<file path="config.mk">
export PLATFORM = sky130hd
export DESIGN_NAME = backend_health_hysteresis_failover
export DESIGN_NICKNAME = d
export VERILOG_FILES = /design/src/design/bhf_pkg.sv /design/src/design/bhf_scan.sv /design/src/design/backend_health_hysteresis_failover.sv
export SDC_FILE = /design/constraint.sdc
export NUM_CORES = 1
export LEC_CHECK = 0
export ABC_AREA = 1
export BUFFER_PORTS_ARGS = -buffer_cell sky130_fd_sc_hd__buf_2
export CAP_MARGIN = 20
export CORE_MARGIN = 2
export CORE_UTILIZATION = 25
export CTS_BUF_LIST = sky130_fd_sc_hd__clkbuf_4 sky130_fd_sc_hd__clkbuf_8
export CTS_CLUSTER_SIZE = 8
export DETAILED_ROUTE_END_ITERATION = 12
export GPL_TIMING_DRIVEN = 0
export PLACE_DENSITY = 0.49
export RECOVER_POWER = 50
export SLEW_MARGIN = 20
export SYNTH_ARGS = -nofsm -noshare
export SYNTH_HDL_FRONTEND = slang
export SYNTH_SLANG_ARGS = --single-unit
export TNS_END_PERCENT = 5
</file>
<file path="constraint.sdc">
create_clock -name i_clk -period 7.31 [get_ports i_clk]
set_clock_uncertainty 0.2 [all_clocks]
set_input_delay 0.731 -clock i_clk [delete_from_list [all_inputs] [get_ports i_clk]]
set_output_delay 0.731 -clock i_clk [all_outputs]
set_load 0.03 [all_outputs]
</file>
<file path="src/design/bhf_pkg.sv">
// Package: shared types and constants of the backend health failover block.
`timescale 1ns / 1ps
package bhf_pkg;

    localparam int MAX_BACKENDS = 16;
    localparam int IDX_W        = 4;
    localparam int CNT_W        = IDX_W + 1;
    localparam int STREAK_W     = 8;
    localparam int CFG_IDX_W    = 2;
    localparam int CFG_DATA_W   = 8;

    localparam logic [STREAK_W-1:0] STREAK_MAX = '1;

    localparam logic [CFG_IDX_W-1:0] CFG_UP_THRESHOLD   = 2'd0;
    localparam logic [CFG_IDX_W-1:0] CFG_DOWN_THRESHOLD = 2'd1;
    localparam logic [CFG_IDX_W-1:0] CFG_BACKEND_COUNT  = 2'd2;

    localparam logic [STREAK_W-1:0] UP_THRESHOLD_RST   = 8'd2;
    localparam logic [STREAK_W-1:0] DOWN_THRESHOLD_RST = 8'd3;
    localparam logic [CNT_W-1:0]    BACKEND_COUNT_RST  = 5'd16;

    typedef enum logic [1:0] {
        TR_NONE = 2'd0,
        TR_UP   = 2'd1,
        TR_DOWN = 2'd2
    } t_trans;

    typedef enum logic [1:0] {
        ST_IDLE,
        ST_UPDATE,
        ST_SCAN,
        ST_EMIT
    } t_state;

    typedef struct packed {
        logic [IDX_W-1:0] backend_index;
        logic             probe_passed;
    } t_in;

    typedef struct packed {
        logic [IDX_W-1:0] reported_backend;
        t_trans           transition;
        logic             now_healthy;
        logic [IDX_W-1:0] map_target;
        logic             map_target_valid;
    } t_out;

    typedef struct packed {
        logic             done;
        logic             found;
        logic [IDX_W-1:0] target;
    } t_scan_res;

endpackage

</file>
<file path="src/design/bhf_scan.sv">
// Sequential search for the lowest-numbered healthy backend other than one excluded index.
`timescale 1ns / 1ps
module bhf_scan (
    input  logic                           i_clk,
    input  logic                           i_rst_n,
    input  logic                           i_start,
    input  logic [bhf_pkg::MAX_BACKENDS-1:0] i_flags,
    input  logic [bhf_pkg::CNT_W-1:0]      i_count,
    input  logic [bhf_pkg::IDX_W-1:0]      i_skip,
    output bhf_pkg::t_scan_res             o_res
);
    import bhf_pkg::*;

    logic             r_busy;
    logic [IDX_W-1:0] r_pos;
    logic             w_hit;
    logic             w_last;
    logic [CNT_W-1:0] w_pos_next;

    assign w_pos_next = {1'b0, r_pos} + CNT_W'(1);
    assign w_hit      = i_flags[r_pos] && (r_pos != i_skip);
    assign w_last     = (w_pos_next >= i_count);

    assign o_res.done   = r_busy && (w_hit || w_last);
    assign o_res.found  = r_busy && w_hit;
    assign o_res.target = r_pos;

    always_ff @(posedge i_clk) begin
        if (!i_rst_n) begin
            r_busy <= 1'b0;
            r_pos  <= '0;
        end else if (i_start) begin
            r_busy <= 1'b1;
            r_pos  <= '0;
        end else if (r_busy) begin
            if (w_hit || w_last) begin
                r_busy <= 1'b0;
            end else begin
                r_pos <= w_pos_next[IDX_W-1:0];
            end
        end
    end

endmodule

</file>
<file path="src/design/backend_health_hysteresis_failover.sv">
// Top level: per-backend probe hysteresis with failover target selection.
`timescale 1ns / 1ps
// Each input beat is one probe outcome for one backend; each produces exactly one result
// beat. A beat is taken only while the block is idle. A probe that causes no takedown
// keeps the block busy through the take, update and emit steps, and its result beat is
// presented from the output register once the emit step has run. A takedown walks the
// healthy flags one backend per cycle in the search unit, which adds a scan step between
// update and emit. The emit step waits while an earlier result beat is still stalled at
// the output; once the result register is loaded, the next probe can be taken while that
// beat waits. The configuration port is always ready.
module backend_health_hysteresis_failover (
    input  logic                           i_clk,
    input  logic                           i_rst_n,
    input  logic                           i_in_valid,
    output logic                           o_in_stall,
    input  bhf_pkg::t_in                   i_in,
    output logic                           o_out_valid,
    input  logic                           i_out_stall,
    output bhf_pkg::t_out                  o_out,
    input  logic                           i_cfg_valid,
    output logic                           o_cfg_ready,
    input  logic [bhf_pkg::CFG_IDX_W-1:0]  i_cfg_index,
    input  logic [bhf_pkg::CFG_DATA_W-1:0] i_cfg_data
);
    import bhf_pkg::*;

    t_state                  r_state, n_state;
    t_in                     r_item;
    t_out                    r_res, n_res;
    t_out                    r_out;
    logic                    r_out_valid;
    logic [STREAK_W-1:0]     r_up_thr, r_down_thr;
    logic [CNT_W-1:0]        r_count;
    logic [STREAK_W-1:0]     r_pass [MAX_BACKENDS];
    logic [STREAK_W-1:0]     r_fail [MAX_BACKENDS];
    logic [MAX_BACKENDS-1:0] r_flags;

    logic [CNT_W-1:0]        w_in_use;
    logic                    w_active;
    logic [STREAK_W-1:0]     w_pass_cur, w_fail_cur;
    logic [STREAK_W-1:0]     n_pass, n_fail;
    logic                    n_flag;
    logic                    w_update;
    logic                    w_scan_start;
    logic                    w_load_out;
    t_scan_res               w_scan;

    assign o_cfg_ready = 1'b1;
    assign o_in_stall  = (r_state != ST_IDLE);
    assign o_out_valid = r_out_valid;
    assign o_out       = r_out;

    assign w_in_use   = (r_count > CNT_W'(MAX_BACKENDS)) ? CNT_W'(MAX_BACKENDS) : r_count;
    assign w_active   = ({1'b0, r_item.backend_index} < w_in_use);
    assign w_pass_cur = r_pass[r_item.backend_index];
    assign w_fail_cur = r_fail[r_item.backend_index];

    always_comb begin
        n_pass = '0;
        n_fail = '0;
        n_flag = r_flags[r_item.backend_index];
        if (r_item.probe_passed) begin
            n_pass = (w_pass_cur == STREAK_MAX) ? w_pass_cur : w_pass_cur + STREAK_W'(1);
            if (!n_flag && n_pass >= r_up_thr) begin
                n_flag = 1'b1;
            end
        end else begin
            n_fail = (w_fail_cur == STREAK_MAX) ? w_fail_cur : w_fail_cur + STREAK_W'(1);
            if (n_flag && n_fail >= r_down_thr) begin
                n_flag = 1'b0;
            end
        end
    end

    always_comb begin
        n_state      = r_state;
        n_res        = r_res;
        w_update     = 1'b0;
        w_scan_start = 1'b0;
        w_load_out   = 1'b0;
        unique case (r_state)
            ST_IDLE: begin
                if (i_in_valid) begin
                    n_state = ST_UPDATE;
                end
            end
            ST_UPDATE: begin
                n_res.reported_backend = r_item.backend_index;
                n_res.transition       = TR_NONE;
                n_res.now_healthy      = r_flags[r_item.backend_index];
                n_res.map_target       = '0;
                n_res.map_target_valid = 1'b0;
                n_state                = ST_EMIT;
                if (w_active) begin
                    w_update          = 1'b1;
                    n_res.now_healthy = n_flag;
                    if (n_flag && !r_flags[r_item.backend_index]) begin
                        n_res.transition       = TR_UP;
                        n_res.map_target       = r_item.backend_index;
                        n_res.map_target_valid = 1'b1;
                    end else if (!n_flag && r_flags[r_item.backend_index]) begin
                        n_res.transition = TR_DOWN;
                        w_scan_start     = 1'b1;
                        n_state          = ST_SCAN;
                    end
                end
            end
            ST_SCAN: begin
                if (w_scan.done) begin
                    n_res.map_target       = w_scan.found ? w_scan.target : '0;
                    n_res.map_target_valid = w_scan.found;
                    n_state                = ST_EMIT;
                end
            end
            ST_EMIT: begin
                if (!r_out_valid || !i_out_stall) begin
                    w_load_out = 1'b1;
                    n_state    = ST_IDLE;
                end
            end
            default: n_state = ST_IDLE;
        endcase
    end

    bhf_scan u_scan (
        .i_clk   (i_clk),
        .i_rst_n (i_rst_n),
        .i_start (w_scan_start),
        .i_flags (r_flags),
        .i_count (w_in_use),
        .i_skip  (r_item.backend_index),
        .o_res   (w_scan)
    );

    always_ff @(posedge i_clk) begin
        if (!i_rst_n) begin
            r_state     <= ST_IDLE;
            r_out_valid <= 1'b0;
            r_up_thr    <= UP_THRESHOLD_RST;
            r_down_thr  <= DOWN_THRESHOLD_RST;
            r_count     <= BACKEND_COUNT_RST;
            r_flags     <= '1;
            for (int i = 0; i < MAX_BACKENDS; i++) begin
                r_pass[i] <= '0;
                r_fail[i] <= '0;
            end
        end else begin
            r_state <= n_state;
            if (w_load_out) begin
                r_out_valid <= 1'b1;
            end else if (!i_out_stall) begin
                r_out_valid <= 1'b0;
            end
            if (w_update) begin
                r_pass[r_item.backend_index]  <= n_pass;
                r_fail[r_item.backend_index]  <= n_fail;
                r_flags[r_item.backend_index] <= n_flag;
            end
            if (i_cfg_valid) begin
                unique case (i_cfg_index)
                    CFG_UP_THRESHOLD:   r_up_thr   <= i_cfg_data;
                    CFG_DOWN_THRESHOLD: r_down_thr <= i_cfg_data;
                    CFG_BACKEND_COUNT:  r_count    <= i_cfg_data[CNT_W-1:0];
                    default: ;
                endcase
            end
        end
    end

    always_ff @(posedge i_clk) begin
        if (r_state == ST_IDLE && i_in_valid) begin
            r_item <= i_in;
        end
        r_res <= n_res;
        if (w_load_out) begin
            r_out <= r_res;
        end
    end

endmodule
</file>
==> summary.md, run 1 <==
| Metric | Value |
|---|---|
| Outcome | complete, no violations |
| Register bit total from synthesis | between 300 and 400 |
| Most common cell after layout, fill and taps aside | nand2_1 |
| Largest net degree at the start of global routing | 18 |
| # DRC | 0 |
| Worst EP arrival | approximately 6.0 ns |
| Critical Path Max Stage Delay | roughly 0.9 ns |
| Worst hold endpoint | r_item[4] |
| WL/cell | roughly 21 um |
| Hold Fails Final Rpt | 0 |
| Die Wd | between 200 and 300 um |
| Vias per cell | between 4 and 5 |
| Worst r2r dst | r_res[1] |
| Port bufs | 32 |
| R2R depth | 25 |
| Worst Setup End Kind | flop |
| Leakage | around 0.0073 uW |
| Area delta synth->final | 13.64% |
| CTS max path bufs | 3 |
| Slew HR | 17.09% |
| Max-slew violation count | 0 |
| Syn Area/Cell | ~9.2 sq um |
| Yosys warns | 0 |
| Share of post-route cells with drive strength above 1 | between 10% and 20% |
| Overflow after GRT | 0 |
| Post-CTS setup buffer count | 0 |
| Asr flop ratio synth | 0% |
| Hold Path Depth | 1 |
| Synth unique cells | 43 |
| Clk sinks | 334 |
| Required time at the worst-slack endpoint | between 7 and 8 ns |
| Post-route ant nets | 0 |
| Initial antenna violation count | 0 |
| Final setup viols | 0 |
| CTS Buf Count | 59 |
| GP Congestion | 0.9039 |
| Period minus WS final | about 5.7 ns |
| CTS tree | built |
| Fillers | around 7k |
| Final Cycle Share | about four fifths |
| First-pass GRT wire length | ~86 mm |
| Slowest CP cell | clkbuf_1 |
| Routed vias | between 10k and 15k |
| Worst-path clk slew | 0.06 ns |
| EDFF count, synth | between 200 and 300 |
| Ports | 35 |
| Sequential area share after synthesis | 57.30% |
| Most frequent cells in the layout | 417 x nand2_1, 322 x nor2_1, 285 x edfxtp_1 |
| Least-Margin Pin Slew | 1.244 ns |
| Die area | ~69,000 sq um |
| Max Cap Viol | 0 |
| Top_reg_cell synth | edfxtp_1 |
| Setup TNS | 0 ns |
| Starting Density | around 25% |
| Classification of the worst-slack hold path | in -> reg |
| Peak Freq | approximately 170 MHz |
| Later-pin clock latency in the skew report | 0.69 ns |
| Placeable Area | between 60,000 and 70,000 sq um |
| H-tree levels | 2 |
| Dpl hpwl | between 30 and 40 mm |
| First drt pass iteration count | 6 |
| Post-layout net count | approximately 2k |
| FF-to-FF setup slack | roughly 1.6 ns |
| Vias in the first global route | approximately 13k |
| RSZ-0062 raised after global routing | false |
| Worst Path Max Fanout | 10 |
| Root Driver | clkbuf_8 |
| Worst vdd ir | 0.1704 mV |
| WS Path Type | reg -> reg |
| Number of diodes | 0 |
| Worst path bufs/invs | 4 |
| Most used cell, CP | nand2_1 |
| Total Routing Usage GR | roughly 17% |
| Die Y | ~260 um |
| Hold Buf Count CTS | 1 |
| CP top delay family | simple AND/OR/NAND/NOR gates |
| Rows | 94 |
| Netlist Area Pre-Place | 16,650 sq um |
| Syn Inst Count | about 1.8k |
| 1st-iter DRT viols | 1,413 |
| Hold_sp | i_in[4] |
| Post-CTS Resized | 0 |
| CP startpoint kind | flop |
| Net Count, Synth | between 1.5k and 2k |
| WHS | about 0.068 ns |
| Power per Cell Area | roughly 380 nW/um^2 |
| WL final | between 50 and 60 mm |
==> cell usage after synthesis (4+ instances only) <==
cell        n  area (sq um)
nor2_2     82         513.0
edfxtp_1  285          8558
buf_6      20         225.2
nand2_2    26         162.7
dfxtp_1    49         980.9
or2_2       5         31.28
nand3_4     5         87.58
nor3_2      4         40.04
o21ai_1    12         60.06
a21oi_1    51         255.2
o21ai_0    70         350.3
buf_2      29         145.1
nand2_4     4         45.04
inv_1     137         514.2
nand3_1   158         790.8
nand2_1   398          1494
nor2_1    320          1201
inv_2       8         30.03
ha_1       32         400.4
buf_1       5         18.77
o211ai_1   24         180.2
clkbuf_1   41         153.9
xnor2_1     7         61.31
buf_4       5         37.54
nand4_1     4         25.02
==> layer usage <==
layer	GRT usage (%)	vias to the layer above	share of wire (%)
met5	0	-	0
met2	28.05	596	46
met4	6.011	0	3.4
met1	23.04	6442	43
met3	3.106	128	8.0
li1	-	6169	-
==> area by class of cell <==
type / count / area [sq um] / area share, %
clock buffers: 95 / 1176 / 6.217
well taps: 864 / 1081 / 5.714
plain buffers: 102 / 508.0 / 2.685
repair buffers: 35 / 178.9 / 0.9457
multi-input cells: 1231 / 5764 / 30.47
flip-flops and latches: 334 / 9539 / 50.42
inverters: 148 / 556.8 / 2.943
clock inverters: 17 / 115.1 / 0.6084
==> logic make-up (layout without fill, tap and decap cells) <==
| kind of cell | Yosys count | count (layout) | synth area share [%] |
|---|---|---|---|
| AO/OA/AOI/OAI | 167 | 167 | 5.561 |
| XOR/XNOR | 10 | 10 | 0.5261 |
| adder cells (fa/ha/maj) | 32 | 32 | 2.405 |
| buffers and inverters | 250 | 397 | 7.020 |
| flip-flops | 334 | 334 | 57.30 |
| other | 1 | 1 | 0.02252 |
| AND/OR/NAND/NOR | 1021 | 1021 | 27.17 |
==> registers in the layout, indices dropped and copies added, names as in the netlist, 8 cells and up, named ones only <==
name	flops
r_pass	128
r_flags	16
r_res	12
o_out	12
r_fail	128
r_down_thr	8
r_up_thr	8
==> through the flow <==
stage                     setup slack (ns)  util [%]  cells  instance area, sq um  power (uW)
final                                1.586     28.73   2826                 18920        7254
after CTS                            2.212     29.17   2825                 19210        7429
after detailed placement             2.253     27.19   2712                 17910        5527
after global routing                 1.132     28.73   2826                 18920        7625
after global placement               2.217     27.16   2711                 17890        5502
after floorplan                      3.712         -   1815                 16650        4336
==> how the worst max path moves through the flow <==
stage                     depth (start not counted)  endpoint  from  slack [ns]
final                                            25  r_res[1]  flop        1.59
after global placement                           21  r_res[0]  flop        2.22
after global routing                             26  r_res[1]  flop        1.13
after CTS                                        21  r_res[0]  flop        2.21
after detailed placement                         21  r_res[0]  flop        2.25
after floorplan                                  26  r_res[0]  flop        3.71
==> power breakdown <==
group	total (uW)	internal [uW]	switching, uW	leakage (uW)
clock	1900	1060	841	0.000684
sequential	2290	2240	57.1	0.00332
combinational	3060	741	2320	0.00332
Power figures use the tool's default switching activity.
==> run 2, diff against run 1 <==
==> constraint.sdc (replaced) <==
create_clock -name i_clk -period 5.78 [get_ports i_clk]
set_clock_uncertainty 0.2 [all_clocks]
set_input_delay 0.578 -clock i_clk [delete_from_list [all_inputs] [get_ports i_clk]]
set_output_delay 0.578 -clock i_clk [all_outputs]
set_load 0.03 [all_outputs]
==> run 2 against run 1 <==
Die area stayed put. Worst hold slack worse by 0.023 ns. Combinational power is 33% higher. Clock-buffer cell count stayed put. Wire length is 0.18% higher. Via count hardly changed. Critical path type unchanged. Largest cell class unchanged. Highest routed layer unchanged.
==> summary.md, run 2 (same netlist as run 1, synthesis figures left out) <==
| Metric | Value |
|---|---|
| FF-to-FF setup slack | 0.59 ns (-1.00 ns) |
| Worst Setup End Kind | flop |
| WL/cell | 20.82 um (-0.32%) |
| Peak Freq | 192.7 MHz (+10%) |
| Switch Pwr | 4160 uW (+29%) |
| Outcome | complete, no violations |
| Max Cap Viol | 0 (unchanged) |
| Fillers | 6,976 (-0.68%) |
| Initial antenna violation count | 1 (+1) |
| Setup ws final | 0.5908 ns (-0.9957 ns) |
| Overflow after GRT | 0 (unchanged) |
| Least-Margin Pin Slew | 1.241 ns (-0.002698 ns) |
| Post-CTS setup buffer count | 0 (unchanged) |
| Most frequent cells in the layout | 399 x nand2_1, 320 x nor2_1, 285 x edfxtp_1 |
| Die Y | 262.1 um (unchanged) |
| Largest net degree at the start of global routing | 18 (unchanged) |
| CTS tree | built |
| Routed vias | 13.35k (+0.097%) |
| First drt pass iteration count | 5 (-1) |
| Starting Density | 25.28% (unchanged) |
| Port bufs | 32 (unchanged) |
| Required time at the worst-slack endpoint | 5.99 ns (-1.62 ns) |
| Final setup viols | 0 (unchanged) |
| # DRC | 0 (unchanged) |
| CP top delay family | simple AND/OR/NAND/NOR gates |
| Power per Cell Area | 486.4 nW/um^2 (+27%) |
| WS Path Type | reg -> reg |
| Worst path bufs/invs | 3 (-1) |
| Die Wd | 262.1 um (unchanged) |
| Area delta synth->final | 15.93% |
| RSZ-0062 raised after global routing | false |
| Worst EP arrival | 5.40 ns (-0.62 ns) |
| Rows | 94 (unchanged) |
| Post-layout net count | 1,977 (+0.71%) |
| Max-slew violation count | 0 (unchanged) |
| Most used cell, CP | nand2_1 |
| Clock share of power | 25.6% (-0.5 points) |
| Register share of total power | 30.9% (-0.7 points) |
| Share of post-route cells with drive strength above 1 | 15.38% (+1.8 points) |
| Internal | 5228 uW (+30%) |
| WL final | 59.14 mm (+0.18%) |
| CTS max path bufs | 3 (unchanged) |
| Post-route ant nets | 0 (unchanged) |
| CP startpoint kind | flop |
| Period minus WS final | 5.189 ns (-0.5343 ns) |
| Placed cell count | 2,712 (unchanged) |
| Final core utilization | 29.30% (+0.58 points) |
| Gate power share | 43.5% (+1.3 points) |
| Slowest CP cell | buf_1 |
| Classification of the worst-slack hold path | in -> reg |
| 1st-iter DRT viols | 1,323 (-6.4%) |
| CTS Buf Count | 59 (unchanged) |
| Later-pin clock latency in the skew report | 0.70 ns (about the same) |
| Cell Chain, Critical Path | inv_2 -> buf_1 -> nand2_1 -> nand3_1 -> nand3_1 -> nand2_1 -> ha_1 -> nand2_1 -> nor2_8 -> nand3b_1 -> and2_1 -> ha_1 -> nand2_1 -> nand3_1 -> nand2_1 -> nand2_1 -> nand2_1 -> a21oi_1 -> inv_1 -> nand3_1 -> nor3_1 -> or2_2 |
| Root Driver | clkbuf_8 |
| Switching share of power | 44.31% (-0.085 points) |
| Slew HR | 17.27% (+0.18 points) |
| Placeable Area | 65,860 sq um (unchanged) |
| H-tree levels | 2 (unchanged) |
| Leakage | 0.007513 uW (+2.6%) |
| Hold Fails Final Rpt | 0 (unchanged) |
| Hold Buf Count CTS | 15 (+14) |
| Worst vdd ir | 0.2151 mV (+26%) |
| Clk sinks | 334 (unchanged) |
| Worst-path clk slew | 0.06 ns (about the same) |
| Setup TNS | 0 ns (unchanged) |
| Critical Path Max Stage Delay | 0.88 ns (about the same) |
| Setup slack after placement | 0.7226 ns (-1.530 ns) |
| Most common cell after layout, fill and taps aside | nand2_1 |
| GP Congestion | 0.9039 (unchanged) |
| Ports | 35 (unchanged) |
| Pwr Total | 9388 uW (+29%) |
| Dpl hpwl | 39.93 mm (unchanged) |
| Total Routing Usage GR | 17.25% (about the same) |
| Number of diodes | 0 (unchanged) |
| Largest registers | r_fail (128), r_pass (128), r_flags (16) |
| Post-Layout Cell Count | 2,840 (+0.50%) |
| Final Cycle Share | 89.78% (+11 points) |
| First-pass GRT wire length | 86.15 mm (about the same) |
| Die area | 68,670 sq um (unchanged) |
| Worst Path Max Fanout | 10 (unchanged) |
| Vias in the first global route | 12.90k (+0.16%) |
| Vias per cell | 4.700 (-0.40%) |
| Post-CTS Resized | 0 (unchanged) |
==> run 2: cell count changes in the layout (fill, tap and decap cells not counted), moves of 2 or more <==
cell / delta
nand2_1: -18
nand2_4: +4
buf_6: +10
nor2_1: -2
nand3_2: +2
nand3_1: -6
buf_2: -2
nand3_4: +4
clkbuf_1: -10
nand2_2: +14
dlygate4sd3_1: +14
==> run 2: cell type report <==
| type | count | area, sq um | area share [%] |
|---|---|---|---|
| multi-input combinational | 1231 | 5918 | 30.66 |
| timing repair buffer | 49 | 314.1 | 1.627 |
| clock buffer | 95 | 1176 | 6.094 |
| buffer | 102 | 600.6 | 3.112 |
| clock inverter | 17 | 115.1 | 0.5964 |
| tap | 864 | 1081 | 5.601 |
| sequential | 334 | 9539 | 49.42 |
| inverter | 148 | 556.8 | 2.885 |
==> run 2: routing by layer <==
layer	vias to the layer above	wire, um	share of wire (%)	GRT usage, %
met2	562	27300	46	28.08
met3	115	4522	7.6	3.067
met1	6474	25390	43	23.04
li1	6197	-	-	-
met4	0	1931	3.3	6.011
met5	-	0	0	0
==> run 2: power by group through the flow <==
stage	Sequential (uW)	Combinational, uW	Clock, uW
detailed placement	2950	4040	0
finish	2900	4080	2410
floorplan	2940	2540	0
CTS	2900	4070	2430
global route	2920	4410	2520
global placement	2950	4010	0
==> run 2: final timing paths <==
kind                   from          end  cells past startpoint
max                    flop     r_res[0]                     22
min          i_cfg_index[0]  r_up_thr[1]                      3
max reg2reg            flop     r_res[0]                     22
min reg2reg        r_res[3]     o_out[3]                      0
==> run 2: worst register-to-register path, delay by kind of cell, from the launching register on <==
| kind | cells | cell delay, ns |
|---|---|---|
| AO/OA/AOI/OAI | 1 | 0.26 |
| adder cells (fa/ha/maj) | 2 | 0.53 |
| buffers and inverters | 3 | 1.32 |
| flip-flops | 1 | 0.35 |
| AND/OR/NAND/NOR | 16 | 2.30 |
==> run 2: stage by stage <==
| step | hold slack [ns] | area (sq um) |
|---|---|---|
| after global placement | 0.2082 | 17890 |
| after floorplan | 0.2003 | 16650 |
| final | 0.04518 | 19300 |
| after CTS | 0.01264 | 19350 |
| after global routing | 0.06782 | 19300 |
| after detailed placement | 0.2045 | 17910 |
